<file path="config.mk">
export PLATFORM = sky130hd
export DESIGN_NAME = block_rms_peak_meter_core_flat
export DESIGN_NICKNAME = d
export VERILOG_FILES = /design/src/sv/brpm_pkg.sv /design/src/sv/brpm_if.sv /design/src/sv/brpm_front.sv /design/src/sv/brpm_queue.sv /design/src/sv/brpm_back.sv /design/src/sv/block_rms_peak_meter_core.sv /design/src/flat_wrapper.sv
export SDC_FILE = /design/constraint.sdc
export NUM_CORES = 2
export LEC_CHECK = 0
export ABC_AREA = 0
export BUFFER_PORTS_ARGS = -buffer_cell sky130_fd_sc_hd__buf_2
export CAP_MARGIN = 20
export CORE_UTILIZATION = 41
export DETAILED_ROUTE_END_ITERATION = 12
export SLEW_MARGIN = 20
export SYNTH_ARGS = -nofsm -noshare
export SYNTH_HDL_FRONTEND = slang
export SYNTH_SLANG_ARGS = --single-unit
</file>
<file path="constraint.sdc">
create_clock -name clock -period 10.63 [get_ports clock]
set_input_delay 1.5945 -clock clock [delete_from_list [all_inputs] [get_ports clock]]
set_output_delay 1.5945 -clock clock [all_outputs]
set_load 0.1 [all_outputs]
</file>
<file path="src/sv/brpm_pkg.sv">
// ----------------------------------------------------------------------------
// brpm_pkg
// Shared constants and the level scaling function of the RMS and peak meter.
// ----------------------------------------------------------------------------
package brpm_pkg;

   localparam int DEF_MAX_BLOCK   = 4096;
   localparam int DEF_SAMPLE_BITS = 16;

   localparam int LEVEL_W  = 15;
   localparam int FACTOR_W = 17;

   localparam logic [LEVEL_W-1:0]  LEVEL_MAX    = 15'h7FFF;
   localparam logic [FACTOR_W-1:0] FACTOR_ONE   = 17'h10000;
   localparam logic [FACTOR_W-1:0] FACTOR_RESET = 17'h08000;

   // entries of the job queue between accumulator and block-end math
   localparam int QUEUE_DEPTH = 2;

   // move a magnitude in sample units to Q0.15, truncate, saturate
   function automatic logic [LEVEL_W-1:0] to_level(input logic [31:0] v, input int sb);
      logic [31:0] r;
      if (sb >= 16) begin
         r = v >> (sb - 16);
      end else begin
         r = v << (16 - sb);
      end
      return (r > 32'(LEVEL_MAX)) ? LEVEL_MAX : r[LEVEL_W-1:0];
   endfunction

endpackage

</file>
<file path="src/sv/brpm_if.sv">
// ----------------------------------------------------------------------------
// brpm_if
// Valid/ready channels of the meter: sample stream in, level results out.
// ----------------------------------------------------------------------------
interface brpm_req_if
   import brpm_pkg::*;
#(
   parameter int SAMPLE_BITS = DEF_SAMPLE_BITS
) ();
   logic                          valid;
   logic                          ready;
   logic signed [SAMPLE_BITS-1:0] sample;
   logic                          last;

   modport source (output valid, sample, last, input ready);
   modport sink   (input valid, sample, last, output ready);
endinterface

interface brpm_rsp_if
   import brpm_pkg::*;
();
   logic               valid;
   logic               ready;
   logic [LEVEL_W-1:0] rms_level;
   logic [LEVEL_W-1:0] peak_level;

   modport source (output valid, rms_level, peak_level, input ready);
   modport sink   (input valid, rms_level, peak_level, output ready);
endinterface

</file>
<file path="src/sv/brpm_front.sv">
// ----------------------------------------------------------------------------
// brpm_front
// Sample pipeline: magnitude, square and level, then block accumulation.
// Hands each closed block to the job queue.
// ----------------------------------------------------------------------------
module brpm_front
   import brpm_pkg::*;
#(
   parameter int MAX_BLOCK   = DEF_MAX_BLOCK,
   parameter int SAMPLE_BITS = DEF_SAMPLE_BITS,
   parameter int SUM_W       = 43,
   parameter int CNT_W       = 13
) (
   input  logic                   clock,
   input  logic                   reset,
   input  logic                   in_valid,
   output logic                   in_ready,
   input  logic [SAMPLE_BITS-1:0] in_sample,
   input  logic                   in_last,
   output logic                   job_push,
   input  logic                   job_full,
   output logic [SUM_W-1:0]       job_sum,
   output logic [CNT_W-1:0]       job_cnt,
   output logic [LEVEL_W-1:0]     job_peak
);

   localparam int SB   = SAMPLE_BITS;
   localparam int SQ_W = 2 * SB - 1;

   logic [SB-1:0]      mag_in;
   logic               advance;
   logic               take;
   logic               counted;
   logic [2*SB-1:0]    sq_full;

   logic               v1_ff, v2_ff;
   logic               last1_ff, last2_ff;
   logic [SB-1:0]      mag1_ff;
   logic [SQ_W-1:0]    sq2_ff;
   logic [LEVEL_W-1:0] lvl2_ff;

   logic [SUM_W-1:0]   sum_ff, sum_in;
   logic [CNT_W-1:0]   cnt_ff, cnt_in;
   logic [LEVEL_W-1:0] peak_ff, peak_in;

   // two's complement magnitude, the most negative code maps to full scale
   assign mag_in  = in_sample[SB-1] ? (~in_sample + 1'b1) : in_sample;
   assign sq_full = {{SB{1'b0}}, mag1_ff} * {{SB{1'b0}}, mag1_ff};

   // stall only when a block end cannot be handed over
   assign advance  = !(v2_ff && last2_ff && job_full);
   assign in_ready = advance;
   assign take     = v2_ff && advance;
   assign job_push = take && last2_ff;

   assign counted = cnt_ff < CNT_W'(MAX_BLOCK);

   always_comb begin
      sum_in  = sum_ff;
      cnt_in  = cnt_ff;
      peak_in = peak_ff;
      if (counted) begin
         sum_in = sum_ff + SUM_W'(sq2_ff);
         cnt_in = cnt_ff + 1'b1;
         if (lvl2_ff > peak_ff) begin
            peak_in = lvl2_ff;
         end
      end
   end

   assign job_sum  = sum_in;
   assign job_cnt  = cnt_in;
   assign job_peak = peak_in;

   always_ff @(posedge clock) begin
      if (reset) begin
         v1_ff   <= 1'b0;
         v2_ff   <= 1'b0;
         sum_ff  <= '0;
         cnt_ff  <= '0;
         peak_ff <= '0;
      end else begin
         if (advance) begin
            v1_ff <= in_valid;
            v2_ff <= v1_ff;
         end
         if (take) begin
            if (last2_ff) begin
               sum_ff  <= '0;
               cnt_ff  <= '0;
               peak_ff <= '0;
            end else begin
               sum_ff  <= sum_in;
               cnt_ff  <= cnt_in;
               peak_ff <= peak_in;
            end
         end
      end
   end

   always_ff @(posedge clock) begin
      if (advance) begin
         mag1_ff  <= mag_in;
         last1_ff <= in_last;
         sq2_ff   <= sq_full[SQ_W-1:0];
         lvl2_ff  <= to_level(32'(mag1_ff), SB);
         last2_ff <= last1_ff;
      end
   end

   a_clear_after_push: assert property (@(posedge clock) disable iff (reset)
      job_push |=> (cnt_ff == '0 && sum_ff == '0 && peak_ff == '0))
      else $error("accumulator not cleared after block end");

endmodule

</file>
<file path="src/sv/brpm_queue.sv">
// ----------------------------------------------------------------------------
// brpm_queue
// Short first-in first-out job queue between the accumulator and the math.
// ----------------------------------------------------------------------------
module brpm_queue
   import brpm_pkg::*;
#(
   parameter int WIDTH = 71,
   parameter int DEPTH = QUEUE_DEPTH
) (
   input  logic             clock,
   input  logic             reset,
   input  logic             push,
   input  logic [WIDTH-1:0] push_data,
   output logic             full,
   input  logic             pop,
   output logic [WIDTH-1:0] pop_data,
   output logic             empty
);

   localparam int PTR_W = $clog2(DEPTH);
   localparam int CNT_W = $clog2(DEPTH + 1);

   logic [WIDTH-1:0] mem_ff [DEPTH];
   logic [PTR_W-1:0] wr_ptr_ff, rd_ptr_ff;
   logic [CNT_W-1:0] fill_ff;

   assign full     = fill_ff == CNT_W'(DEPTH);
   assign empty    = fill_ff == '0;
   assign pop_data = mem_ff[rd_ptr_ff];

   always_ff @(posedge clock) begin
      if (reset) begin
         wr_ptr_ff <= '0;
         rd_ptr_ff <= '0;
         fill_ff   <= '0;
      end else begin
         if (push) begin
            wr_ptr_ff <= (wr_ptr_ff == PTR_W'(DEPTH - 1)) ? '0 : wr_ptr_ff + 1'b1;
         end
         if (pop) begin
            rd_ptr_ff <= (rd_ptr_ff == PTR_W'(DEPTH - 1)) ? '0 : rd_ptr_ff + 1'b1;
         end
         if (push && !pop) begin
            fill_ff <= fill_ff + 1'b1;
         end else if (pop && !push) begin
            fill_ff <= fill_ff - 1'b1;
         end
      end
   end

   always_ff @(posedge clock) begin
      if (push) begin
         mem_ff[wr_ptr_ff] <= push_data;
      end
   end

   a_no_overflow: assert property (@(posedge clock) disable iff (reset)
      !(push && full))
      else $error("job queue overflow");

   a_no_underflow: assert property (@(posedge clock) disable iff (reset)
      !(pop && empty))
      else $error("job queue underflow");

endmodule

</file>
<file path="src/sv/brpm_back.sv">
// ----------------------------------------------------------------------------
// brpm_back
// Block-end math: mean by restoring division, integer square root two bits
// a step, smoothing multiply and update, then the result register.
// ----------------------------------------------------------------------------
module brpm_back
   import brpm_pkg::*;
#(
   parameter int SAMPLE_BITS = DEF_SAMPLE_BITS,
   parameter int SUM_W       = 43,
   parameter int CNT_W       = 13
) (
   input  logic                clock,
   input  logic                reset,
   input  logic                job_empty,
   output logic                job_pop,
   input  logic [SUM_W-1:0]    job_sum,
   input  logic [CNT_W-1:0]    job_cnt,
   input  logic [LEVEL_W-1:0]  job_peak,
   input  logic [FACTOR_W-1:0] factor,
   output logic                out_valid,
   input  logic                out_ready,
   output logic [LEVEL_W-1:0]  out_rms,
   output logic [LEVEL_W-1:0]  out_peak
);

   localparam int SB     = SAMPLE_BITS;
   localparam int Q_W    = 2 * SB - 1;
   localparam int R_W    = SB;
   localparam int RAD_W  = 2 * R_W;
   localparam int SREM_W = R_W + 2;
   localparam int STEP_W = $clog2(SUM_W);

   typedef enum logic [2:0] {
      IDLE,
      DIVIDE,
      ROOT,
      SCALE,
      MULT,
      UPDATE
   } state_type;

   state_type state_ff;

   logic [SUM_W-1:0]    dvd_ff, dvd_in;
   logic [CNT_W-1:0]    div_ff;
   logic [CNT_W-1:0]    rem_ff, rem_in;
   logic [CNT_W:0]      rem_sh, rem_diff;
   logic                div_ge;

   logic [RAD_W-1:0]    rad_ff;
   logic [SREM_W-1:0]   srem_ff, srem_sh, srem_trial, srem_diff;
   logic [R_W-1:0]      root_ff;
   logic                root_ge;

   logic [STEP_W-1:0]   step_ff;
   logic [LEVEL_W-1:0]  peak_ff;
   logic [LEVEL_W-1:0]  rms_ff;
   logic [FACTOR_W-1:0] f_ff;
   logic                up_now;
   logic                up_ff;
   logic [31:0]         prod_ff;
   logic [LEVEL_W-1:0]  diff_lvl;
   logic [LEVEL_W-1:0]  delta;
   logic [LEVEL_W-1:0]  smoothed_ff, smoothed_in;
   logic                out_free;

   logic                out_valid_ff;
   logic [LEVEL_W-1:0]  out_rms_ff, out_peak_ff;

   assign job_pop   = (state_ff == IDLE) && !job_empty;
   assign out_valid = out_valid_ff;
   assign out_rms   = out_rms_ff;
   assign out_peak  = out_peak_ff;
   assign out_free  = !out_valid_ff || out_ready;

   // one restoring division step, quotient bits enter at the bottom
   assign rem_sh   = {rem_ff, dvd_ff[SUM_W-1]};
   assign div_ge   = rem_sh >= {1'b0, div_ff};
   assign rem_diff = rem_sh - {1'b0, div_ff};
   assign rem_in   = div_ge ? rem_diff[CNT_W-1:0] : rem_sh[CNT_W-1:0];
   assign dvd_in   = {dvd_ff[SUM_W-2:0], div_ge};

   // one square root step on the next pair of radicand bits
   assign srem_sh    = {srem_ff[R_W-1:0], rad_ff[RAD_W-1 -: 2]};
   assign srem_trial = {root_ff, 2'b01};
   assign root_ge    = srem_sh >= srem_trial;
   assign srem_diff  = srem_sh - srem_trial;

   // delta never exceeds the distance, so no saturation is needed here
   assign up_now      = rms_ff >= smoothed_ff;
   assign diff_lvl    = up_now ? (rms_ff - smoothed_ff) : (smoothed_ff - rms_ff);
   assign delta       = prod_ff[16 +: LEVEL_W];
   assign smoothed_in = up_ff ? (smoothed_ff + delta) : (smoothed_ff - delta);

   always_ff @(posedge clock) begin
      if (reset) begin
         state_ff     <= IDLE;
         out_valid_ff <= 1'b0;
         smoothed_ff  <= '0;
      end else begin
         if (out_valid_ff && out_ready && (state_ff != UPDATE)) begin
            out_valid_ff <= 1'b0;
         end
         unique case (state_ff)
            IDLE: begin
               if (!job_empty) begin
                  dvd_ff  <= job_sum;
                  div_ff  <= job_cnt;
                  peak_ff <= job_peak;
                  rem_ff  <= '0;
                  step_ff <= '0;
                  root_ff <= '0;
                  // an empty block skips straight to a zero root
                  state_ff <= (job_cnt == '0) ? SCALE : DIVIDE;
               end
            end
            DIVIDE: begin
               dvd_ff <= dvd_in;
               rem_ff <= rem_in;
               if (step_ff == STEP_W'(SUM_W - 1)) begin
                  rad_ff   <= {1'b0, dvd_in[Q_W-1:0]};
                  srem_ff  <= '0;
                  root_ff  <= '0;
                  step_ff  <= '0;
                  state_ff <= ROOT;
               end else begin
                  step_ff <= step_ff + 1'b1;
               end
            end
            ROOT: begin
               rad_ff  <= {rad_ff[RAD_W-3:0], 2'b00};
               step_ff <= step_ff + 1'b1;
               if (root_ge) begin
                  srem_ff <= srem_diff;
                  root_ff <= {root_ff[R_W-2:0], 1'b1};
               end else begin
                  srem_ff <= srem_sh;
                  root_ff <= {root_ff[R_W-2:0], 1'b0};
               end
               if (step_ff == STEP_W'(R_W - 1)) begin
                  state_ff <= SCALE;
               end
            end
            SCALE: begin
               rms_ff   <= to_level(32'(root_ff), SB);
               f_ff     <= (factor > FACTOR_ONE) ? FACTOR_ONE : factor;
               state_ff <= MULT;
            end
            MULT: begin
               up_ff    <= up_now;
               state_ff <= UPDATE;
            end
            UPDATE: begin
               if (out_free) begin
                  smoothed_ff  <= smoothed_in;
                  out_rms_ff   <= smoothed_in;
                  out_peak_ff  <= peak_ff;
                  out_valid_ff <= 1'b1;
                  state_ff     <= IDLE;
               end
            end
            default: begin
               state_ff <= IDLE;
            end
         endcase
      end
   end

   // product of distance and weight, taken once the direction is known
   always_ff @(posedge clock) begin
      prod_ff <= 32'(diff_lvl) * 32'(f_ff);
   end

   a_smoothed_only_on_update: assert property (@(posedge clock) disable iff (reset)
      (state_ff != UPDATE) |=> $stable(smoothed_ff))
      else $error("smoothed level changed outside the update step");

endmodule

</file>
<file path="src/sv/block_rms_peak_meter_core.sv">
// ----------------------------------------------------------------------------
// block_rms_peak_meter_core
// Block RMS and peak audio level meter with smoothed RMS output.
//
//   channel   dir   handshake           payload
//   req_bus   in    valid/ready         sample (signed), last
//   rsp_bus   out   valid/ready         rms_level, peak_level (Q0.15)
//   csr       in    csr_we              csr_wdata: smoothing factor, Q1.16
//
// Samples are taken one per cycle while req ready is high; the front pipeline
// has three stages. Each block end runs through the serial divider and square
// root of the back part. Blocks closing faster than the back part works fill
// the two-entry job queue, then req ready drops.
// A waiting result does not stop the math on the next block until its update.
// Reset is synchronous; it clears all accumulators and the smoothed level.
// ----------------------------------------------------------------------------
module block_rms_peak_meter_core
   import brpm_pkg::*;
#(
   parameter int MAX_BLOCK   = DEF_MAX_BLOCK,
   parameter int SAMPLE_BITS = DEF_SAMPLE_BITS
) (
   input  logic                clock,
   input  logic                reset,
   brpm_req_if.sink            req_bus,
   brpm_rsp_if.source          rsp_bus,
   input  logic                csr_we,
   input  logic [FACTOR_W-1:0] csr_wdata
);

   localparam int CNT_W = $clog2(MAX_BLOCK + 1);
   localparam int SUM_W = 2 * SAMPLE_BITS - 2 + CNT_W;
   localparam int JOB_W = SUM_W + CNT_W + LEVEL_W;

   logic [FACTOR_W-1:0] factor_ff;

   logic               job_push, job_full, job_pop, job_empty;
   logic [SUM_W-1:0]   push_sum, pop_sum;
   logic [CNT_W-1:0]   push_cnt, pop_cnt;
   logic [LEVEL_W-1:0] push_peak, pop_peak;
   logic [JOB_W-1:0]   push_data, pop_data;

   always_ff @(posedge clock) begin
      if (reset) begin
         factor_ff <= FACTOR_RESET;
      end else if (csr_we) begin
         factor_ff <= csr_wdata;
      end
   end

   brpm_front #(
      .MAX_BLOCK   (MAX_BLOCK),
      .SAMPLE_BITS (SAMPLE_BITS),
      .SUM_W       (SUM_W),
      .CNT_W       (CNT_W)
   ) u_front (
      .clock     (clock),
      .reset     (reset),
      .in_valid  (req_bus.valid),
      .in_ready  (req_bus.ready),
      .in_sample (req_bus.sample),
      .in_last   (req_bus.last),
      .job_push  (job_push),
      .job_full  (job_full),
      .job_sum   (push_sum),
      .job_cnt   (push_cnt),
      .job_peak  (push_peak)
   );

   assign push_data = {push_sum, push_cnt, push_peak};
   assign {pop_sum, pop_cnt, pop_peak} = pop_data;

   brpm_queue #(
      .WIDTH (JOB_W),
      .DEPTH (QUEUE_DEPTH)
   ) u_queue (
      .clock     (clock),
      .reset     (reset),
      .push      (job_push),
      .push_data (push_data),
      .full      (job_full),
      .pop       (job_pop),
      .pop_data  (pop_data),
      .empty     (job_empty)
   );

   brpm_back #(
      .SAMPLE_BITS (SAMPLE_BITS),
      .SUM_W       (SUM_W),
      .CNT_W       (CNT_W)
   ) u_back (
      .clock     (clock),
      .reset     (reset),
      .job_empty (job_empty),
      .job_pop   (job_pop),
      .job_sum   (pop_sum),
      .job_cnt   (pop_cnt),
      .job_peak  (pop_peak),
      .factor    (factor_ff),
      .out_valid (rsp_bus.valid),
      .out_ready (rsp_bus.ready),
      .out_rms   (rsp_bus.rms_level),
      .out_peak  (rsp_bus.peak_level)
   );

endmodule
</file>
<file path="src/flat_wrapper.sv">
// flat-port wrapper written by rule: the top's interface ports become plain ports
module block_rms_peak_meter_core_flat import brpm_pkg::*;
#(
   parameter int MAX_BLOCK   = DEF_MAX_BLOCK,
   parameter int SAMPLE_BITS = DEF_SAMPLE_BITS
)
  (clock, reset, csr_we, csr_wdata, req_bus_valid, req_bus_sample, req_bus_last, req_bus_ready, rsp_bus_valid, rsp_bus_rms_level, rsp_bus_peak_level, rsp_bus_ready);
  brpm_req_if #(.SAMPLE_BITS(SAMPLE_BITS)) req_bus_i ();
  brpm_rsp_if rsp_bus_i ();
  input  logic clock;
  input  logic reset;
  input  logic csr_we;
  input  logic [FACTOR_W-1:0] csr_wdata;
  input wire logic [$bits(req_bus_i.valid)-1:0] req_bus_valid;
  input wire logic [$bits(req_bus_i.sample)-1:0] req_bus_sample;
  input wire logic [$bits(req_bus_i.last)-1:0] req_bus_last;
  output wire logic [$bits(req_bus_i.ready)-1:0] req_bus_ready;
  output wire logic [$bits(rsp_bus_i.valid)-1:0] rsp_bus_valid;
  output wire logic [$bits(rsp_bus_i.rms_level)-1:0] rsp_bus_rms_level;
  output wire logic [$bits(rsp_bus_i.peak_level)-1:0] rsp_bus_peak_level;
  input wire logic [$bits(rsp_bus_i.ready)-1:0] rsp_bus_ready;
  assign req_bus_i.valid = req_bus_valid;
  assign req_bus_i.sample = req_bus_sample;
  assign req_bus_i.last = req_bus_last;
  assign req_bus_ready = req_bus_i.ready;
  assign rsp_bus_valid = rsp_bus_i.valid;
  assign rsp_bus_rms_level = rsp_bus_i.rms_level;
  assign rsp_bus_peak_level = rsp_bus_i.peak_level;
  assign rsp_bus_i.ready = rsp_bus_ready;
  block_rms_peak_meter_core #(.MAX_BLOCK(MAX_BLOCK), .SAMPLE_BITS(SAMPLE_BITS)) u_core (.clock(clock), .reset(reset), .req_bus(req_bus_i), .rsp_bus(rsp_bus_i), .csr_we(csr_we), .csr_wdata(csr_wdata));
endmodule
</file>
==> results.cfg <==
[logic_synthesis]
yosysUniqueCellTypes = 90
synth_flop_cell = edfxtp_1
synth_compound_area_frac = 0.09352
yosys.area.top_type = edfxtp_1
netlist_instances = 3945
syn_avg_cell_area_sq_um = 10.49
synth_nets = 4656
synthSimpleGateAreaFrac = 0.1300
yosys_warnings = 0
synth_seq_cells = 551
muxShareOfSynthArea = 0.03844
synth_edf_count = 422
synthXorXnorAreaFrac = 0.03826
synth_top_area_frac = 0.3063
synth_top_family_by_area = adder cells
mappedNetlistArea_sq_um = 41370
synthAdderAreaFrac = 0.2684
async_reset_ff_frac = 0
synth_seq_area_share = 0.3688
synth.area.top_cells = edfxtp_1 (31%), fa_1 (17%), ha_1 (9.5%), dfxtp_1 (6.2%), inv_1 (4.7%)

[timing]
setup_viol = 0
rsz0062_at_grt = false
fmax_mhz = 109.8
fin_crit_sh = 0.8569
clock_skew_ns = 0.03984
slew_headroom = 0.2562
tns_ns = 0
slew_viol_final = 0
period_minus_slack_ns = 9.109
hold_violations = 0
worstMarginPinSlew_ns = 1.110

[cells_and_area]
drive_gt1_frac = 0.08530
antenna_cells = 0
register_area_sq_um = 15260
finalNetCount = 4679
areaGrowthSynthToFinish_pct = 9.301
final_common_cell = inv_1
final_cell_mix = inv_1 (523), nand2_1 (443), edfxtp_1 (422)
nFillCells = 9358
multi_input_area_sq_um = 23640
fin_area_sq_um = 45210
final_cells = 5319

[critical_path]
cp_top_family = adder cells
reg2reg_slack_ns = 1.52
critPathCaptureType = register
worst-path-max-fanout = 17
cp.required_ns = 11.15
cp.depth = 34
cp_common_cell = fa_1
crit_buf_inv = 6
worstRegToRegCells = 34
cp_slowest_cell = ha_1
worstReg2RegStart = u_core.u_back.rms_ff[8]$_SDFFCE_PN1P_
critPathLaunchType = register
r2r_end = u_core.u_back.prod_ff[29]$_DFF_P_
crit_type = reg -> reg
cp.arrival_ns = 9.63
critPathMaxStageDelay_ns = 0.58

[clock_network]
insertion_delay_ns = 0.66
root_buffer = clkbuf_16
htreeDepth = 2
cts_tree = done
cts-hold-fix-buffers = 0
cts.sinks = 551
cts_setup_buffers = 0
cts-buffers-inserted = 61
cts.repair.resized = 0
clk_pin_slew_ns = 0.07
clk_path_buf_depth = 3

[global_route]
grt_pass1_vias = 27600
grt_max_degree = 87
gr-usage-all-layers = 0.1748
grt_antenna_before_repair = 2
grt_pass1_wl_mm = 144.9
overflow = 0

[floorplanning]
start_util = 0.4137
io_pins = 71
dieArea_sq_um = 102200
rows = 116
die_x_um = 319.6
core_sq_um = 100000
die_y_um = 319.6

[flow_run]
drv_cap = 0

[place]
place_inst = 5202
port_buffers = 70
hpwl_mm = 64.94
dpl_cell_area_sq_um = 43080
place_congestion = 0.8800

[worst_hold_path]
min_from = u_core.u_back.peak_ff[3]$_DFFE_PP_
hold_class = reg -> reg
min_path_cells = 0
hold-path-endpoint = u_core.u_back.out_peak[3]$_DFFE_PP_

[routing]
post_drt_wl_per_cell_um = 16.47
drt_iter0_markers = 1366
wl_mm = 87.60
drt_pre_antenna_iters = 5
drcViolationCount = 0
vias_per_cell = 5.080
vias = 27020
ant_nets = 0

[outcome]
status = completed
sequential cells by signal, indices dropped and copies added, names as in the netlist, 16 cells and up, named ones only:
signal,count
u_core.factor_ff,17
u_core.u_back.dvd_ff,43
u_core.u_back.f_ff,17
u_core.u_back.rad_ff,32
u_core.u_back.root_ff,16
u_core.u_back.srem_ff,16
u_core.u_front.mag1_ff,16
u_core.u_front.sq2_ff,30
u_core.u_front.sum_ff,43
u_core.u_queue.mem_ff,142
synthesized netlist by cell type (6+ instances only):
library cell / number
a211o_1: 6
a211oi_1: 11
a21boi_0: 7
a21o_1: 72
a21oi_1: 150
a22o_1: 21
a22oi_1: 23
a31oi_1: 18
and2_1: 175
and3_1: 14
buf_1: 12
buf_2: 15
buf_6: 7
clkbuf_1: 107
dfxtp_1: 129
edfxtp_1: 422
fa_1: 359
ha_1: 313
inv_1: 523
mux2_2: 55
mux2i_1: 94
nand2_1: 444
nand2b_1: 21
nand3_1: 34
nand4_1: 19
nor2_1: 229
nor2b_1: 76
nor3_1: 40
nor4_1: 15
o21a_1: 30
o21ai_0: 152
o21ai_1: 6
o21bai_1: 18
o31ai_1: 11
or2_2: 25
or3_1: 7
xnor2_1: 115
xor2_1: 62
layout make-up:
type	count	share of cell area
tap	1298	0.03592
timing repair buffer	105	0.01370
multi-input combinational	2726	0.5228
sequential	551	0.3375
inverter	523	0.04342
clock inverter	23	0.005950
clock buffer	93	0.04071
cells by family after synthesis:
kind of cell               count (synthesis)
AOI/OAI and AO/OA                        593
and+or+nand+nor                         1131
adders and majority gates                672
xor gates and xnor gates                 179
DFF                                      551
buffers and inverters                    668
muxes                                    151
routing by layer:
layer / global-route usage / part of all wire / vias up
met5: 0 / 0 / -
met1: 0.2312 / 0.46 / 13300
li1: - / - / 13220
met3: 0.01583 / 0.031 / 113
met4: 0.04519 / 0.020 / 0
met2: 0.3064 / 0.49 / 391
stage by stage:
step	setup WS, ns	hold slack, ns	utilization
after floorplan	2.463	0.4003	-
after global placement	1.704	0.4052	0.4308
after detailed placement	1.599	0.4055	0.4308
after CTS	1.559	0.4138	0.4519
after global routing	0.9307	0.4154	0.4521
final	1.521	0.4184	0.4521
how the worst max path moves through the flow:
| stage | startpoint | endpoint | slack, ns |
|---|---|---|---|
| 4_1_cts | u_core.u_back.rms_ff[10]$_SDFFCE_PN1P_ | u_core.u_back.prod_ff[29]$_DFF_P_ | 1.56 |
| 3_3_place_gp | u_core.u_back.rms_ff[8]$_SDFFCE_PN1P_ | u_core.u_back.prod_ff[30]$_DFF_P_ | 1.70 |
| 3_5_place_dp | u_core.u_back.rms_ff[8]$_SDFFCE_PN1P_ | u_core.u_back.prod_ff[29]$_DFF_P_ | 1.60 |
| 2_1_floorplan | reset | u_core.u_back.dvd_ff[0]$_DFFE_PP_ | 2.46 |
| 6_report | u_core.u_back.rms_ff[8]$_SDFFCE_PN1P_ | u_core.u_back.prod_ff[29]$_DFF_P_ | 1.52 |
| 5_1_grt | u_core.u_back.rms_ff[8]$_SDFFCE_PN1P_ | u_core.u_back.prod_ff[29]$_DFF_P_ | 0.93 |
Power is not shown: default switching activity piles up to over one toggle a cycle in this logic, so the estimate is an artifact.
